## config.mk

```make
export PLATFORM = sky130hd
export DESIGN_NAME = wav_header_chunk_parser
export DESIGN_NICKNAME = d
export VERILOG_FILES = /design/src/rtl/core/wavhp_pkg.sv /design/src/rtl/core/wavhp_div.sv /design/src/rtl/core/wavhp_dp.sv /design/src/rtl/core/wavhp_ctrl.sv /design/src/rtl/core/wav_header_chunk_parser.sv
export SDC_FILE = /design/constraint.sdc
export NUM_CORES = 1
export LEC_CHECK = 0
export BUFFER_PORTS_ARGS = -buffer_cell sky130_fd_sc_hd__clkbuf_2
export CAP_MARGIN = 20
export CORE_ASPECT_RATIO = 1.2
export CORE_MARGIN = 4
export CORE_UTILIZATION = 55
export CTS_CLUSTER_SIZE = 8
export DETAILED_ROUTE_END_ITERATION = 6
export GPL_TIMING_DRIVEN = 0
export PLACE_DENSITY = 0.73
export SLEW_MARGIN = 25
export SYNTH_ARGS = -nofsm -noshare
export SYNTH_HDL_FRONTEND = slang
export SYNTH_SLANG_ARGS = --single-unit
```

## constraint.sdc

```tcl
create_clock -name clk -period 14.5 [get_ports clk]
set_input_delay 0 -clock clk [delete_from_list [all_inputs] [get_ports clk]]
set_output_delay 0 -clock clk [all_outputs]
set_load 0.02 [all_outputs]
```

## src/rtl/core/wavhp_pkg.sv

```systemverilog
`default_nettype none
package wavhp_pkg;

	localparam logic [31:0] TAG_RIFF     = 32'h5249_4646;
	localparam logic [31:0] TAG_WAVE     = 32'h5741_5645;
	localparam logic [31:0] TAG_FMT      = 32'h666D_7420;
	localparam logic [31:0] TAG_DATA     = 32'h6461_7461;
	localparam logic [31:0] FMT_BODY_LEN = 32'd16;
	localparam logic [15:0] BITS_UINT    = 16'd8;
	localparam logic [15:0] BITS_FLOAT   = 16'd32;

	typedef enum logic [2:0] {
		ST_OK         = 3'd0,
		ST_BAD_RIFF   = 3'd1,
		ST_NO_FMT     = 3'd2,
		ST_NO_DATA    = 3'd3,
		ST_ZERO_FRAME = 3'd4
	} status_t;

	typedef enum logic [1:0] {
		KIND_UINT  = 2'd0,
		KIND_SINT  = 2'd1,
		KIND_FLOAT = 2'd2
	} kind_t;

	// controller -> datapath
	typedef struct packed {
		logic    step;
		logic    hdr_byte;
		logic    held_byte;
		logic    idx_inc;
		logic    idx_clr;
		logic    skip_load_len;
		logic    skip_load_extra;
		logic    skip_dec;
		logic    res_load;
		logic    res_fill;
		logic    res_fire;
		status_t res_status;
		logic    div_start;
	} wavhp_cmd_t;

	// datapath -> controller
	typedef struct packed {
		logic i_eq3;
		logic i_eq7;
		logic i_eq11;
		logic i_eq15;
		logic riff_ok;
		logic wave_ok;
		logic fmt_tag;
		logic data_tag;
		logic len_zero;
		logic len_ge16;
		logic len_gt16;
		logic skip_one;
		logic bpf_zero;
		logic div_done;
		logic out_busy;
	} wavhp_flag_t;

endpackage
`default_nettype wire

```

## src/rtl/core/wavhp_div.sv

```systemverilog
`default_nettype none
module wavhp_div
	import wavhp_pkg::*;
(
	input  wire logic        clk,
	input  wire logic        arst_n,
	input  wire logic        start,
	input  wire logic [31:0] dividend,
	input  wire logic [31:0] divisor,
	output logic             done,
	output logic [31:0]      quotient
);

	logic        busy_q;
	logic        done_q;
	logic [4:0]  cnt_q;
	logic [31:0] rem_q;
	logic [31:0] quo_q;
	logic [31:0] dsr_q;
	logic [32:0] rem_sh;
	logic [32:0] diff;
	logic        ge;

	// restoring division, one quotient bit per cycle
	assign rem_sh = {rem_q, quo_q[31]};
	assign diff   = rem_sh - {1'b0, dsr_q};
	assign ge     = rem_sh >= {1'b0, dsr_q};

	always_ff @(posedge clk or negedge arst_n) begin
		if (!arst_n) begin
			busy_q <= 1'b0;
			done_q <= 1'b0;
			cnt_q  <= '0;
		end else begin
			done_q <= busy_q && (cnt_q == 5'd31);
			if (start) begin
				busy_q <= 1'b1;
				cnt_q  <= '0;
			end else if (busy_q) begin
				cnt_q <= cnt_q + 5'd1;
				if (cnt_q == 5'd31)
					busy_q <= 1'b0;
			end
		end
	end

	always_ff @(posedge clk) begin
		if (start) begin
			rem_q <= '0;
			quo_q <= dividend;
			dsr_q <= divisor;
		end else if (busy_q) begin
			rem_q <= ge ? diff[31:0] : rem_sh[31:0];
			quo_q <= {quo_q[30:0], ge};
		end
	end

	assign done     = done_q;
	assign quotient = quo_q;

endmodule
`default_nettype wire

```

## src/rtl/core/wavhp_dp.sv

```systemverilog
`default_nettype none
module wavhp_dp
	import wavhp_pkg::*;
(
	input  wire logic        clk,
	input  wire logic        arst_n,
	input  wire logic [7:0]  data_byte,
	input  wire logic        restart,
	input  wire wavhp_cmd_t  cmd,
	input  wire logic        out_take,
	output wavhp_flag_t      flg,
	output logic             out_valid,
	output logic [2:0]       status,
	output logic [31:0]      sample_rate,
	output logic [15:0]      channel_count,
	output logic [15:0]      sample_bits,
	output logic [1:0]       sample_kind,
	output logic [31:0]      data_offset,
	output logic [31:0]      frame_count
);

	logic [3:0]  idx_q;
	logic [31:0] tag_q;
	logic [31:0] len_q;
	logic [31:0] skip_q;
	logic [15:0] ch_q;
	logic [31:0] rate_q;
	logic [15:0] bits_q;
	logic [31:0] pos_q;
	logic [28:0] bpf_q;
	logic        out_valid_q;
	logic [2:0]  status_q;
	logic [31:0] rate_out_q;
	logic [15:0] ch_out_q;
	logic [15:0] bits_out_q;
	logic [1:0]  kind_q;
	logic [31:0] offset_q;
	logic [31:0] frames_q;

	logic [3:0]  eff_idx;
	logic [31:0] new_pos;
	logic [31:0] full_len;
	logic [31:0] shift_tag;
	logic [1:0]  kind;
	logic        div_done;
	logic [31:0] quotient;

	// a first byte restarts the index and position for this very byte
	assign eff_idx   = restart ? 4'd0 : idx_q;
	assign new_pos   = (restart ? 32'd0 : pos_q) + 32'd1;
	assign full_len  = {data_byte, len_q[23:0]};
	assign shift_tag = {tag_q[23:0], data_byte};

	always_comb begin
		if (bits_q == BITS_UINT)
			kind = KIND_UINT;
		else if (bits_q == BITS_FLOAT)
			kind = KIND_FLOAT;
		else
			kind = KIND_SINT;
	end

	always_comb begin
		flg.i_eq3    = eff_idx == 4'd3;
		flg.i_eq7    = eff_idx == 4'd7;
		flg.i_eq11   = eff_idx == 4'd11;
		flg.i_eq15   = eff_idx == 4'd15;
		flg.riff_ok  = shift_tag == TAG_RIFF;
		flg.wave_ok  = shift_tag == TAG_WAVE;
		flg.fmt_tag  = tag_q == TAG_FMT;
		flg.data_tag = tag_q == TAG_DATA;
		flg.len_zero = full_len == 32'd0;
		flg.len_ge16 = full_len >= FMT_BODY_LEN;
		flg.len_gt16 = len_q > FMT_BODY_LEN;
		flg.skip_one = skip_q == 32'd1;
		flg.bpf_zero = bpf_q == 29'd0;
		flg.div_done = div_done;
		flg.out_busy = out_valid_q;
	end

	always_ff @(posedge clk or negedge arst_n) begin
		if (!arst_n) begin
			idx_q  <= '0;
			tag_q  <= '0;
			len_q  <= '0;
			skip_q <= '0;
			ch_q   <= '0;
			rate_q <= '0;
			bits_q <= '0;
			pos_q  <= '0;
			bpf_q  <= '0;
		end else begin
			// bytes per frame, settled long before a data header completes
			bpf_q <= {16'd0, bits_q[15:3]} * {13'd0, ch_q};
			if (cmd.step)
				pos_q <= new_pos;
			if (cmd.idx_clr)
				idx_q <= '0;
			else if (cmd.idx_inc)
				idx_q <= eff_idx + 4'd1;
			// tag bytes in index 0-3 and 8-11, length bytes in 4-7
			if (cmd.hdr_byte) begin
				if (!eff_idx[2]) begin
					tag_q <= shift_tag;
				end else begin
					case (eff_idx[1:0])
						2'd0:    len_q[7:0]   <= data_byte;
						2'd1:    len_q[15:8]  <= data_byte;
						2'd2:    len_q[23:16] <= data_byte;
						default: len_q[31:24] <= data_byte;
					endcase
				end
			end
			if (cmd.held_byte) begin
				case (eff_idx)
					4'd2:    ch_q[7:0]     <= data_byte;
					4'd3:    ch_q[15:8]    <= data_byte;
					4'd4:    rate_q[7:0]   <= data_byte;
					4'd5:    rate_q[15:8]  <= data_byte;
					4'd6:    rate_q[23:16] <= data_byte;
					4'd7:    rate_q[31:24] <= data_byte;
					4'd14:   bits_q[7:0]   <= data_byte;
					4'd15:   bits_q[15:8]  <= data_byte;
					default: ;
				endcase
			end
			if (cmd.skip_load_len)
				skip_q <= full_len;
			else if (cmd.skip_load_extra)
				skip_q <= len_q - FMT_BODY_LEN;
			else if (cmd.skip_dec)
				skip_q <= skip_q - 32'd1;
		end
	end

	always_ff @(posedge clk or negedge arst_n) begin
		if (!arst_n)
			out_valid_q <= 1'b0;
		else if (cmd.res_fire || div_done)
			out_valid_q <= 1'b1;
		else if (out_take)
			out_valid_q <= 1'b0;
	end

	always_ff @(posedge clk) begin
		if (cmd.res_load) begin
			status_q <= cmd.res_status;
			frames_q <= '0;
			if (cmd.res_fill) begin
				rate_out_q <= rate_q;
				ch_out_q   <= ch_q;
				bits_out_q <= bits_q;
				kind_q     <= kind;
				offset_q   <= new_pos;
			end else begin
				rate_out_q <= '0;
				ch_out_q   <= '0;
				bits_out_q <= '0;
				kind_q     <= '0;
				offset_q   <= '0;
			end
		end else if (div_done) begin
			frames_q <= quotient;
		end
	end

	wavhp_div u_div (
		.clk      (clk),
		.arst_n   (arst_n),
		.start    (cmd.div_start),
		.dividend (full_len),
		.divisor  ({3'b000, bpf_q}),
		.done     (div_done),
		.quotient (quotient)
	);

	assign out_valid     = out_valid_q;
	assign status        = status_q;
	assign sample_rate   = rate_out_q;
	assign channel_count = ch_out_q;
	assign sample_bits   = bits_out_q;
	assign sample_kind   = kind_q;
	assign data_offset   = offset_q;
	assign frame_count   = frames_q;

endmodule
`default_nettype wire

```

## src/rtl/core/wavhp_ctrl.sv

```systemverilog
`default_nettype none
module wavhp_ctrl
	import wavhp_pkg::*;
(
	input  wire logic        clk,
	input  wire logic        arst_n,
	input  wire logic        in_acc,
	input  wire logic        first,
	input  wire logic        last,
	input  wire wavhp_flag_t flg,
	output wavhp_cmd_t       cmd,
	output logic             in_ready
);

	typedef enum logic [8:0] {
		PH_RIFF      = 9'b0_0000_0001,
		PH_FMT_HDR   = 9'b0_0000_0010,
		PH_FMT_BODY  = 9'b0_0000_0100,
		PH_FMT_EXTRA = 9'b0_0000_1000,
		PH_FMT_SKIP  = 9'b0_0001_0000,
		PH_DATA_HDR  = 9'b0_0010_0000,
		PH_DATA_SKIP = 9'b0_0100_0000,
		PH_DIV       = 9'b0_1000_0000,
		PH_DONE      = 9'b1_0000_0000
	} phase_t;

	phase_t  phase_q;
	phase_t  phase_eff;
	phase_t  phase_nxt;
	logic    result;
	logic    go_div;
	status_t code;

	assign in_ready  = !flg.out_busy && (phase_q != PH_DIV);
	assign phase_eff = first ? PH_RIFF : phase_q;

	always_comb begin
		cmd       = '0;
		phase_nxt = phase_q;
		result    = 1'b0;
		go_div    = 1'b0;
		code      = ST_OK;
		if (in_acc && (phase_eff != PH_DONE)) begin
			cmd.step  = 1'b1;
			phase_nxt = phase_eff;
			unique case (phase_eff)
				PH_RIFF: begin
					cmd.hdr_byte = 1'b1;
					cmd.idx_inc  = !flg.i_eq11;
					if ((flg.i_eq3 && !flg.riff_ok) || (flg.i_eq7 && flg.len_zero) ||
							(flg.i_eq11 && !flg.wave_ok)) begin
						result = 1'b1;
						code   = ST_BAD_RIFF;
					end else if (flg.i_eq11) begin
						cmd.idx_clr = 1'b1;
						phase_nxt   = PH_FMT_HDR;
					end
				end
				PH_FMT_HDR: begin
					cmd.hdr_byte = 1'b1;
					cmd.idx_inc  = 1'b1;
					if (flg.i_eq7) begin
						if (flg.fmt_tag && flg.len_ge16) begin
							cmd.idx_clr = 1'b1;
							phase_nxt   = PH_FMT_BODY;
						end else if (flg.len_zero) begin
							result = 1'b1;
							code   = ST_NO_FMT;
						end else begin
							cmd.skip_load_len = 1'b1;
							phase_nxt         = PH_FMT_SKIP;
						end
					end
				end
				PH_FMT_BODY: begin
					cmd.held_byte = 1'b1;
					if (!flg.i_eq15) begin
						cmd.idx_inc = 1'b1;
					end else if (flg.len_gt16) begin
						cmd.skip_load_extra = 1'b1;
						phase_nxt           = PH_FMT_EXTRA;
					end else begin
						cmd.idx_clr = 1'b1;
						phase_nxt   = PH_DATA_HDR;
					end
				end
				PH_FMT_EXTRA, PH_FMT_SKIP, PH_DATA_SKIP: begin
					cmd.skip_dec = 1'b1;
					if (flg.skip_one) begin
						cmd.idx_clr = 1'b1;
						phase_nxt   = (phase_eff == PH_FMT_SKIP) ? PH_FMT_HDR : PH_DATA_HDR;
					end
				end
				PH_DATA_HDR: begin
					cmd.hdr_byte = 1'b1;
					cmd.idx_inc  = 1'b1;
					if (flg.i_eq7) begin
						if (flg.data_tag && !flg.len_zero) begin
							result = 1'b1;
							if (flg.bpf_zero) begin
								code = ST_ZERO_FRAME;
							end else begin
								code   = ST_OK;
								go_div = 1'b1;
							end
						end else if (flg.len_zero) begin
							result = 1'b1;
							code   = ST_NO_DATA;
						end else begin
							cmd.skip_load_len = 1'b1;
							phase_nxt         = PH_DATA_SKIP;
						end
					end
				end
				default: ;
			endcase
			// stream ends without a verdict: report by where the scan stopped
			if (!result && last) begin
				result = 1'b1;
				if (phase_nxt == PH_RIFF)
					code = ST_BAD_RIFF;
				else if ((phase_nxt == PH_DATA_HDR) || (phase_nxt == PH_DATA_SKIP))
					code = ST_NO_DATA;
				else
					code = ST_NO_FMT;
			end
			if (result) begin
				cmd.res_load   = 1'b1;
				cmd.res_status = code;
				cmd.res_fill   = (code == ST_OK) || (code == ST_ZERO_FRAME);
				cmd.res_fire   = !go_div;
				cmd.div_start  = go_div;
				phase_nxt      = go_div ? PH_DIV : PH_DONE;
			end
		end else if ((phase_q == PH_DIV) && flg.div_done) begin
			phase_nxt = PH_DONE;
		end
	end

	always_ff @(posedge clk or negedge arst_n) begin
		if (!arst_n)
			phase_q <= PH_RIFF;
		else
			phase_q <= phase_nxt;
	end

endmodule
`default_nettype wire

```

## src/rtl/core/wav_header_chunk_parser.sv

```systemverilog
// Timing: a result sits in its output register the cycle after the deciding byte,
//   or once the divider is done if a frame count is divided out (status ok).
// Throughput: one byte per cycle; input stalls while a result waits to be taken
//   and while the bit-serial divider runs, once per file.
// Reset (arst_n low, asynchronous): parser at the RIFF header, counters cleared,
//   output transaction invalid.
`default_nettype none
module wav_header_chunk_parser
	import wavhp_pkg::*;
(
	input  wire logic         clk,
	input  wire logic         arst_n,
	// input byte stream
	input  wire logic         s_axis_tvalid,
	output logic              s_axis_tready,
	input  wire logic [7:0]   s_axis_tdata,  // [7:0] data_byte
	input  wire logic         s_axis_tuser,  // [0] first_byte
	input  wire logic         s_axis_tlast,  // last_byte
	// one result transaction per file
	output logic              m_axis_tvalid,
	input  wire logic         m_axis_tready,
	// [2:0] status, [34:3] sample_rate, [50:35] channel_count,
	// [66:51] sample_bits, [68:67] sample_kind, [100:69] data_offset,
	// [132:101] frame_count, [135:133] zero
	output logic [135:0]      m_axis_tdata
);

	wavhp_cmd_t  cmd;
	wavhp_flag_t flg;
	logic        in_acc;
	logic        restart;
	logic [2:0]  status;
	logic [31:0] sample_rate;
	logic [15:0] channel_count;
	logic [15:0] sample_bits;
	logic [1:0]  sample_kind;
	logic [31:0] data_offset;
	logic [31:0] frame_count;

	assign in_acc  = s_axis_tvalid && s_axis_tready;
	// a marked first byte restarts parsing with that byte itself
	assign restart = in_acc && s_axis_tuser;

	// phase sequencing: header, fmt search/body, data search, divide wait
	wavhp_ctrl u_ctrl (
		.clk      (clk),
		.arst_n   (arst_n),
		.in_acc   (in_acc),
		.first    (s_axis_tuser),
		.last     (s_axis_tlast),
		.flg      (flg),
		.cmd      (cmd),
		.in_ready (s_axis_tready)
	);

	// tag/length capture, fmt fields, skip counter, position, divider, result reg
	wavhp_dp u_dp (
		.clk           (clk),
		.arst_n        (arst_n),
		.data_byte     (s_axis_tdata),
		.restart       (restart),
		.cmd           (cmd),
		.out_take      (m_axis_tready),
		.flg           (flg),
		.out_valid     (m_axis_tvalid),
		.status        (status),
		.sample_rate   (sample_rate),
		.channel_count (channel_count),
		.sample_bits   (sample_bits),
		.sample_kind   (sample_kind),
		.data_offset   (data_offset),
		.frame_count   (frame_count)
	);

	assign m_axis_tdata = {3'b000, frame_count, data_offset, sample_kind,
		sample_bits, channel_count, sample_rate, status};

endmodule
`default_nettype wire

```

==> metrics.yaml, run 1 <==
status: "finished clean"
p_leak_nw: 15.13
die_y_um: 261.0
cpMostUsedCell: "fa_1"
cts_tree: "yes"
synth_adder_area_share: 0.1553
cp_cell_sequence: "clkbuf_1, clkbuf_1, nand2_1, fa_1, inv_1, fa_1, ha_1, ha_1, inv_1, fa_1, inv_1, fa_1, a211o_1, a2111oi_0, o211a_1, or3_1, nand3_1, a311o_1, a31o_2, a21oi_1, xnor2_1"
path_buf_inv: 5
hold_viol: 0
dpl.hpwl_um: 60450
post_cts_buffers: 0
yosys_register_bits: 468
critical_path.max_stage_delay_ns: 0.91
wl_met1_um: 34120
ys_top_cells_by_area: "dfrtp_1 21%, edfxtp_1 17%, fa_1 11%"
synth_top_family_by_area: "simple AND/OR/NAND/NOR gates"
ys.flop_type: "dfrtp_1"
end_kind: "flip-flop"
max_cap_viol_count: 0
core_area_um2: 52610
initial_core_util: 0.5576
ir_drop_v: 0.0001130
r2r_start: "u_dp.bits_q[6]"
worst_slew_pin_slew_ns: 1.083
ys_async_sr_fraction: 0.5171
slew_violations: 0
synthXorXnorAreaFrac: 0.03493
cts_inserted_buffers: 68
drt_iter0_drc: 1704
synthSimpleGateAreaFrac: 0.1806
clk_pin_slew_ns: 0.05
numClockSinks: 468
drc: 0
antenna_found_initial: 0
areaGrowthSynthToFinish_pct: 13.39
grt_pass1_wl_um: 127900
critPathMaxFanout: 10
hold_path_class: "primary input to flip-flop"
synthCells: 2900
cp_data_required_time_ns: 15.02
io_pins: 152
max_slew_margin: 0.2596
drt-vias-per-instance: 5.899
synth_area_leader_cell: "dfrtp_1"
fin_cells: 3887
power_per_cell_area_nw_per_um2: 115.5
fin_crit_ns: 7.000
synth_edf_count: 162
max_freq_mhz: 142.9
syn_area_um2: 29330
drt-total-wl_um: 81400
synth_warnings: 0
clockBufferDepth: 3
criticalPathCategory: "flip-flop to flip-flop"
start_kind: "flip-flop"
rows: 92
grt-ovfl-total: 0
worstSkewPairLatency_ns: 0.63
wl_per_cell_um: 20.94
yosysSeqAreaShare: 0.4160
synth-compound-area-share: 0.09469
synth_top_area_frac: 0.2056
die_area_um2: 57110
setup_violations: 0
drive_above_1_share: 0.1340
highest-signal-layer: "met4"
synth.area.mux_share: 0.07000
gp_congestion: 0.9568
io_buffers: 146
drtAntennaViolNets: 0
nets: 3418
cp_top_family: "adder cells"
critPathArrivalTime_ns: 7.52
via_count: 22930
syn_area_per_cell_um2: 10.11
finalCritPeriodShare: 0.4827
first_global_vias: 23100
firstDrtPassIters: 6
grt_usage: 0.2844
die_x_um: 218.8
crit_start: "u_dp.bits_q[6]"
dr_wl_met2_um: 39020
cts_root_buf: "clkbuf_16"
clock_skew_ns: 0.04711
rsz0062_at_grt: "false"
grt_max_degree: 87
tns_ns: 0
fillers: 4267
cts_max_level: 3
cp_slowest_cell: "a2111oi_0"
place_inst: 3757
worstHoldStart: "s_axis_tdata[0]"
wl_met3_um: 5468
ys_types: 98
-- Yosys cell counts (7+ instances only) --
master	number
and2_1	168
a21o_1	23
nor3_1	43
ha_1	116
dfxtp_1	64
nand2_1	328
inv_1	209
o21bai_1	7
clkbuf_1	123
o31ai_1	19
or2_2	9
nand2b_1	14
fa_1	155
or4_1	22
nor4_1	41
mux2_2	129
o21ai_0	100
a21oi_1	121
buf_2	22
mux2i_1	60
and3_1	24
xor2_1	36
nor2_1	241
edfxtp_1	162
o21a_1	13
o22ai_1	14
xnor2_1	81
a211oi_1	27
or3_1	35
dfrtp_1	241
o211ai_1	7
a31oi_1	25
nand3_1	48
nand4_1	15
nor2b_1	16
-- timing repair --
item | CTS | global route
endpoints found under the hold margin | 255 | 0
resized for setup | 0 | 0
hold buffers | 11 | 0
-- final timing paths --
path	to	slack (ns)	depth (start not counted)
worst max-delay path	u_dp.bpf_q[28]	7.50	21
worst min register to register	u_dp.u_div.dsr_q[10]	0.44	0
max in group asynchronous	u_dp.ch_q[9]	13.21	4
worst max register to register	u_dp.bpf_q[28]	7.50	21
worst min-delay path	u_dp.skip_q[24]	0.08	3
min in group asynchronous	u_dp.pos_q[10]	0.46	3
-- sequential cells by signal, indices dropped and copies added, names as in the netlist, 32 cells and up --
| register | cells |
|---|---|
| u_dp.frame_count | 32 |
| u_dp.tag_q | 32 |
| u_dp.pos_q | 32 |
| u_dp.sample_rate | 32 |
| u_dp.len_q | 32 |
| u_dp.u_div.rem_q | 32 |
| u_dp.skip_q | 32 |
| u_dp.data_offset | 32 |
| u_dp.u_div.quotient | 32 |
| u_dp.rate_q | 32 |
-- worst reg2reg max path, stage by stage, from the launching register on --
cell	delay (ns)
dfrtp_1	0.33
clkbuf_1	0.47
clkbuf_1	0.45
nand2_1	0.16
fa_1	0.56
inv_1	0.06
fa_1	0.47
ha_1	0.31
ha_1	0.29
inv_1	0.06
fa_1	0.54
inv_1	0.07
fa_1	0.48
a211o_1	0.31
a2111oi_0	0.91
o211a_1	0.30
or3_1	0.13
nand3_1	0.10
a311o_1	0.32
a31o_2	0.24
a21oi_1	0.17
xnor2_1	0.15
-- final cells by class --
class | instances | area [um2] | share of cell area
multi-input cells | 2070 | 15720 | 0.4727
repair buffers | 161 | 969.7 | 0.02916
plain buffers | 155 | 643.1 | 0.01934
clock buffers | 109 | 1856 | 0.05579
inverters | 209 | 784.5 | 0.02359
flip-flops and latches | 468 | 12200 | 0.3669
well taps | 705 | 882.1 | 0.02652
diodes | 2 | 5.005 | 0.0001505
clock inverters | 8 | 193.9 | 0.005831
-- cell usage in the layout (no fill, tap or decap), drive strengths merged, types with 64 or more instances in the layout --
master | Yosys | routed
dfxtp | 64 | 64
xnor2 | 81 | 81
edfxtp | 162 | 162
nand2 | 329 | 329
a21oi | 123 | 123
dfrtp | 241 | 241
o21ai | 106 | 106
inv | 209 | 210
mux2 | 129 | 129
and2 | 168 | 168
fa | 155 | 155
ha | 116 | 116
nor2 | 243 | 243
clkbuf | 123 | 378
-- cell families after synthesis --
logic type / Yosys count
buffers and inverters: 364
other: 1
AOI/OAI and AO/OA: 432
muxes: 189
adders and majority gates: 271
DFF: 468
and+or+nand+nor: 1058
xor gates and xnor gates: 117
-- power by group --
part / internal, mW / switching, mW
Clock: 0.888 / 0.612
Combinational: 0.275 / 0.436
Sequential: 1.50 / 0.134
-- per-layer routing --
layer  vias to the layer above  GRT usage
met5                         -          0
met4                         0     0.1013
li1                      10460          -
met2                       829     0.4697
met3                       170    0.05315
met1                     11480     0.3792
-- per-stage QoR --
stage	total power [mW]	setup slack, ns	hold slack (ns)	utilization	cell area, um2
2_1_floorplan	2.103	8.759	-0.2956	-	29340
3_3_place_gp	2.324	6.681	0.2895	0.5884	30950
3_5_place_dp	2.346	7.592	0.07032	0.5909	31080
4_1_cts	3.853	7.556	0.06176	0.6321	33250
5_1_grt	4.000	7.231	0.09469	0.6321	33250
6_report	3.843	7.500	0.08011	0.6322	33260
Note: power is estimated with default switching activity, not from simulation.
==> run 2: changes to the inputs <==
--- a/config.mk
+++ b/config.mk
@@ -13,7 +13,7 @@
 export CTS_CLUSTER_SIZE = 8
 export DETAILED_ROUTE_END_ITERATION = 6
 export GPL_TIMING_DRIVEN = 0
-export PLACE_DENSITY = 0.73
+export PLACE_DENSITY = 0.76
 export SLEW_MARGIN = 25
 export SYNTH_ARGS = -nofsm -noshare
 export SYNTH_HDL_FRONTEND = slang
==> constraint.sdc (replaced) <==
create_clock -name clk -period 5.7 [get_ports clk]
set_input_delay 0 -clock clk [delete_from_list [all_inputs] [get_ports clk]]
set_output_delay 0 -clock clk [all_outputs]
set_load 0.02 [all_outputs]
==> run 2 against run 1 <==
The run now ends with DRC, setup timing left. Sequential power rose to 2.6 times the previous value. Final cell count up 1.1%. Cell area up 2.7%. Sequential share of layout area down 0.86 points. First-iteration DRC count up 18%. Combinational power rose to 2.6 times the previous value. Setup slack worse by 7.6 ns. Largest power group unchanged. Clock power rose to 2.6 times the previous value. Utilization up 1.7 points.
==> metrics.yaml, run 2 (synthesis gave the netlist of run 1 again) <==
first_global_vias: 23580
worst_slew_pin_slew_ns: 1.130
initial_core_util: 0.5576
cp_slowest_cell: "fa_1"
critPathMaxFanout: 5
p_clk_frac: 0.394
nets: 3455
grt.met2_usage: 0.4829
die_area_um2: 57110
hold_viol: 0
cp_top_family: "adder cells"
areaGrowthSynthToFinish_pct: 16.42
fin_total_pwr_mw: 9.884
path_buf_inv: 3
max_cap_viol_count: 0
die_x_um: 218.8
grt_usage: 0.2914
critPathArrivalTime_ns: 6.32
grt.busiest_layer: "met2"
core_area_um2: 52610
drive_above_1_share: 0.1740
worst_slack_ns: -0.09164
use_met1: 0.3739
clk_pin_slew_ns: 0.05
p_comb_frac: 0.185
setup_violations: 3
io_buffers: 146
clockBufferDepth: 3
rows: 92
antenna_found_initial: 1
io_pins: 152
end_kind: "flip-flop"
hold_path_class: "primary input to flip-flop"
start_kind: "flip-flop"
violations: "DRC, setup timing"
finalCritPeriodShare: 1.016
rsz0062_at_grt: "true"
critical_path.max_stage_delay_ns: 0.55
grt_pass1_wl_um: 130800
drc: 3
p_int_mw: 6.840
drtAntennaViolNets: 0
power_per_cell_area_nw_per_um2: 289.4
clock_skew_ns: 0.04094
criticalPathCategory: "flip-flop to flip-flop"
drt-vias-per-instance: 5.942
drt_iter0_drc: 2019
gp_congestion: 0.9763
final_cell_mix: "326 x nand2_1, 240 x nor2_1, 216 x dfrtp_1"
slew_violations: 0
cpMostUsedCell: "fa_1"
firstDrtPassIters: 7
max_slew_margin: 0.2396
grt-ovfl-total: 0
via_count: 23350
p_sw_frac: 0.3079
dpl.hpwl_um: 60580
fillers: 4094
max_freq_mhz: 172.7
cts_max_level: 3
wl_per_cell_um: 21.36
cts_tree: "yes"
cts_inserted_buffers: 69
grt_max_degree: 82
cts_root_buf: "clkbuf_16"
drt-total-wl_um: 83950
p_sw_mw: 3.043
p_leak_nw: 15.49
die_y_um: 261.0
worstSkewPairLatency_ns: 0.63
ir_drop_v: 0.0002766
cp_cell_sequence: "buf_4, and2_1, fa_1, fa_1, fa_1, inv_1, fa_1, inv_1, fa_1, ha_4, nand2_2, or3_4, o211a_1, or3_1, nand3_1, a311o_1, a31o_2, a21oi_2, xnor2_1"
status: "finished, violations left"
cp_data_required_time_ns: 6.23
fin_crit_ns: 5.792
r2r_slack_ns: -0.09
post-place-ws_ns: -0.9274
final_common_cell: "nand2_1"
numClockSinks: 468
gr-usage-met3: 0.05617
sequentialPowerShare: 0.421
-- run 2: changes by cell type in the layout (fill, tap and decap cells not counted), sizes merged --
cell and change:
buf +61, clkinv +1, diode -1, clkbuf -18
-- run 2: metrics by stage --
step | std cells | utilization | setup TNS (ns) | instance area [um2] | hold slack, ns
2_1_floorplan | 2902 | - | 0 | 29340 | -0.2956
3_3_place_gp | 3753 | 0.5884 | -368.55 | 30950 | 0.2936
3_5_place_dp | 3758 | 0.5914 | -122.31 | 31110 | -0.08871
4_1_cts | 3904 | 0.6411 | -0.1405 | 33720 | 0.03429
5_1_grt | 3929 | 0.6491 | -0.6205 | 34150 | 0.07722
6_report | 3930 | 0.6492 | -0.1239 | 34150 | 0.09048
-- run 2: layout make-up --
type                       count  area, um2  share of cell area
multi-input combinational   2070      15950              0.4671
sequential                   468      12230              0.3583
clock buffer                 116       1913             0.05602
timing repair buffer         209       1379             0.04038
tap                          705      882.1             0.02583
buffer                       143      802.0             0.02349
inverter                     209      784.5             0.02297
clock inverter                 9      200.2            0.005862
antenna                        1      2.502          0.00007328
-- run 2: worst reg2reg max path: cells and delay by family (launching register included) --
kind,cells,cell delay [ns]
XOR/XNOR,1,0.16
buffers and inverters,3,0.29
flip-flops,1,0.44
adder cells (fa/ha/maj),6,2.93
AND/OR/NAND/NOR,5,1.15
AO/OA/AOI/OAI,4,0.72
-- run 2: per-layer routing --
layer | up-vias | routed length, um
li1 | 10540 | -
met1 | 11590 | 33220
met2 | 1010 | 40620
met3 | 216 | 6517
met4 | 0 | 3591
met5 | - | 0
-- run 2: path summary, 6_finish.rpt --
| check | depth (start not counted) | to | start |
|---|---|---|---|
| max | 19 | u_dp.bpf_q[28] | u_dp.ch_q[5] |
| min | 3 | u_dp.skip_q[24] | s_axis_tdata[0] |
| max reg2reg | 19 | u_dp.bpf_q[28] | u_dp.ch_q[5] |
| min reg2reg | 0 | u_dp.u_div.dsr_q[10] | u_dp.bpf_q[10] |
| max in group asynchronous | 5 | u_dp.ch_q[7] | arst_n |
| min in group asynchronous | 4 | u_dp.pos_q[24] | arst_n |
-- run 2: power groups by stage --
stage	Combinational, mW	Clock, mW	Sequential [mW]
finish	1.82	3.90	4.16
global placement	1.72	0	4.19
global route	1.98	4.12	4.19
floorplan	1.18	0	4.17
detailed placement	1.77	0	4.20
CTS	1.79	3.95	4.15
-- run 2: repair_timing --
item / 4_1_cts / 5_1_grt
hold buffers: 11 / 0
setup endpoints to repair: 278 / 76
hold endpoints to repair: 212 / 0
pin swaps: 5 / 32
cloned: 0 / 1
gates resized for setup: 100 / 64
setup buffers: 20 / 26
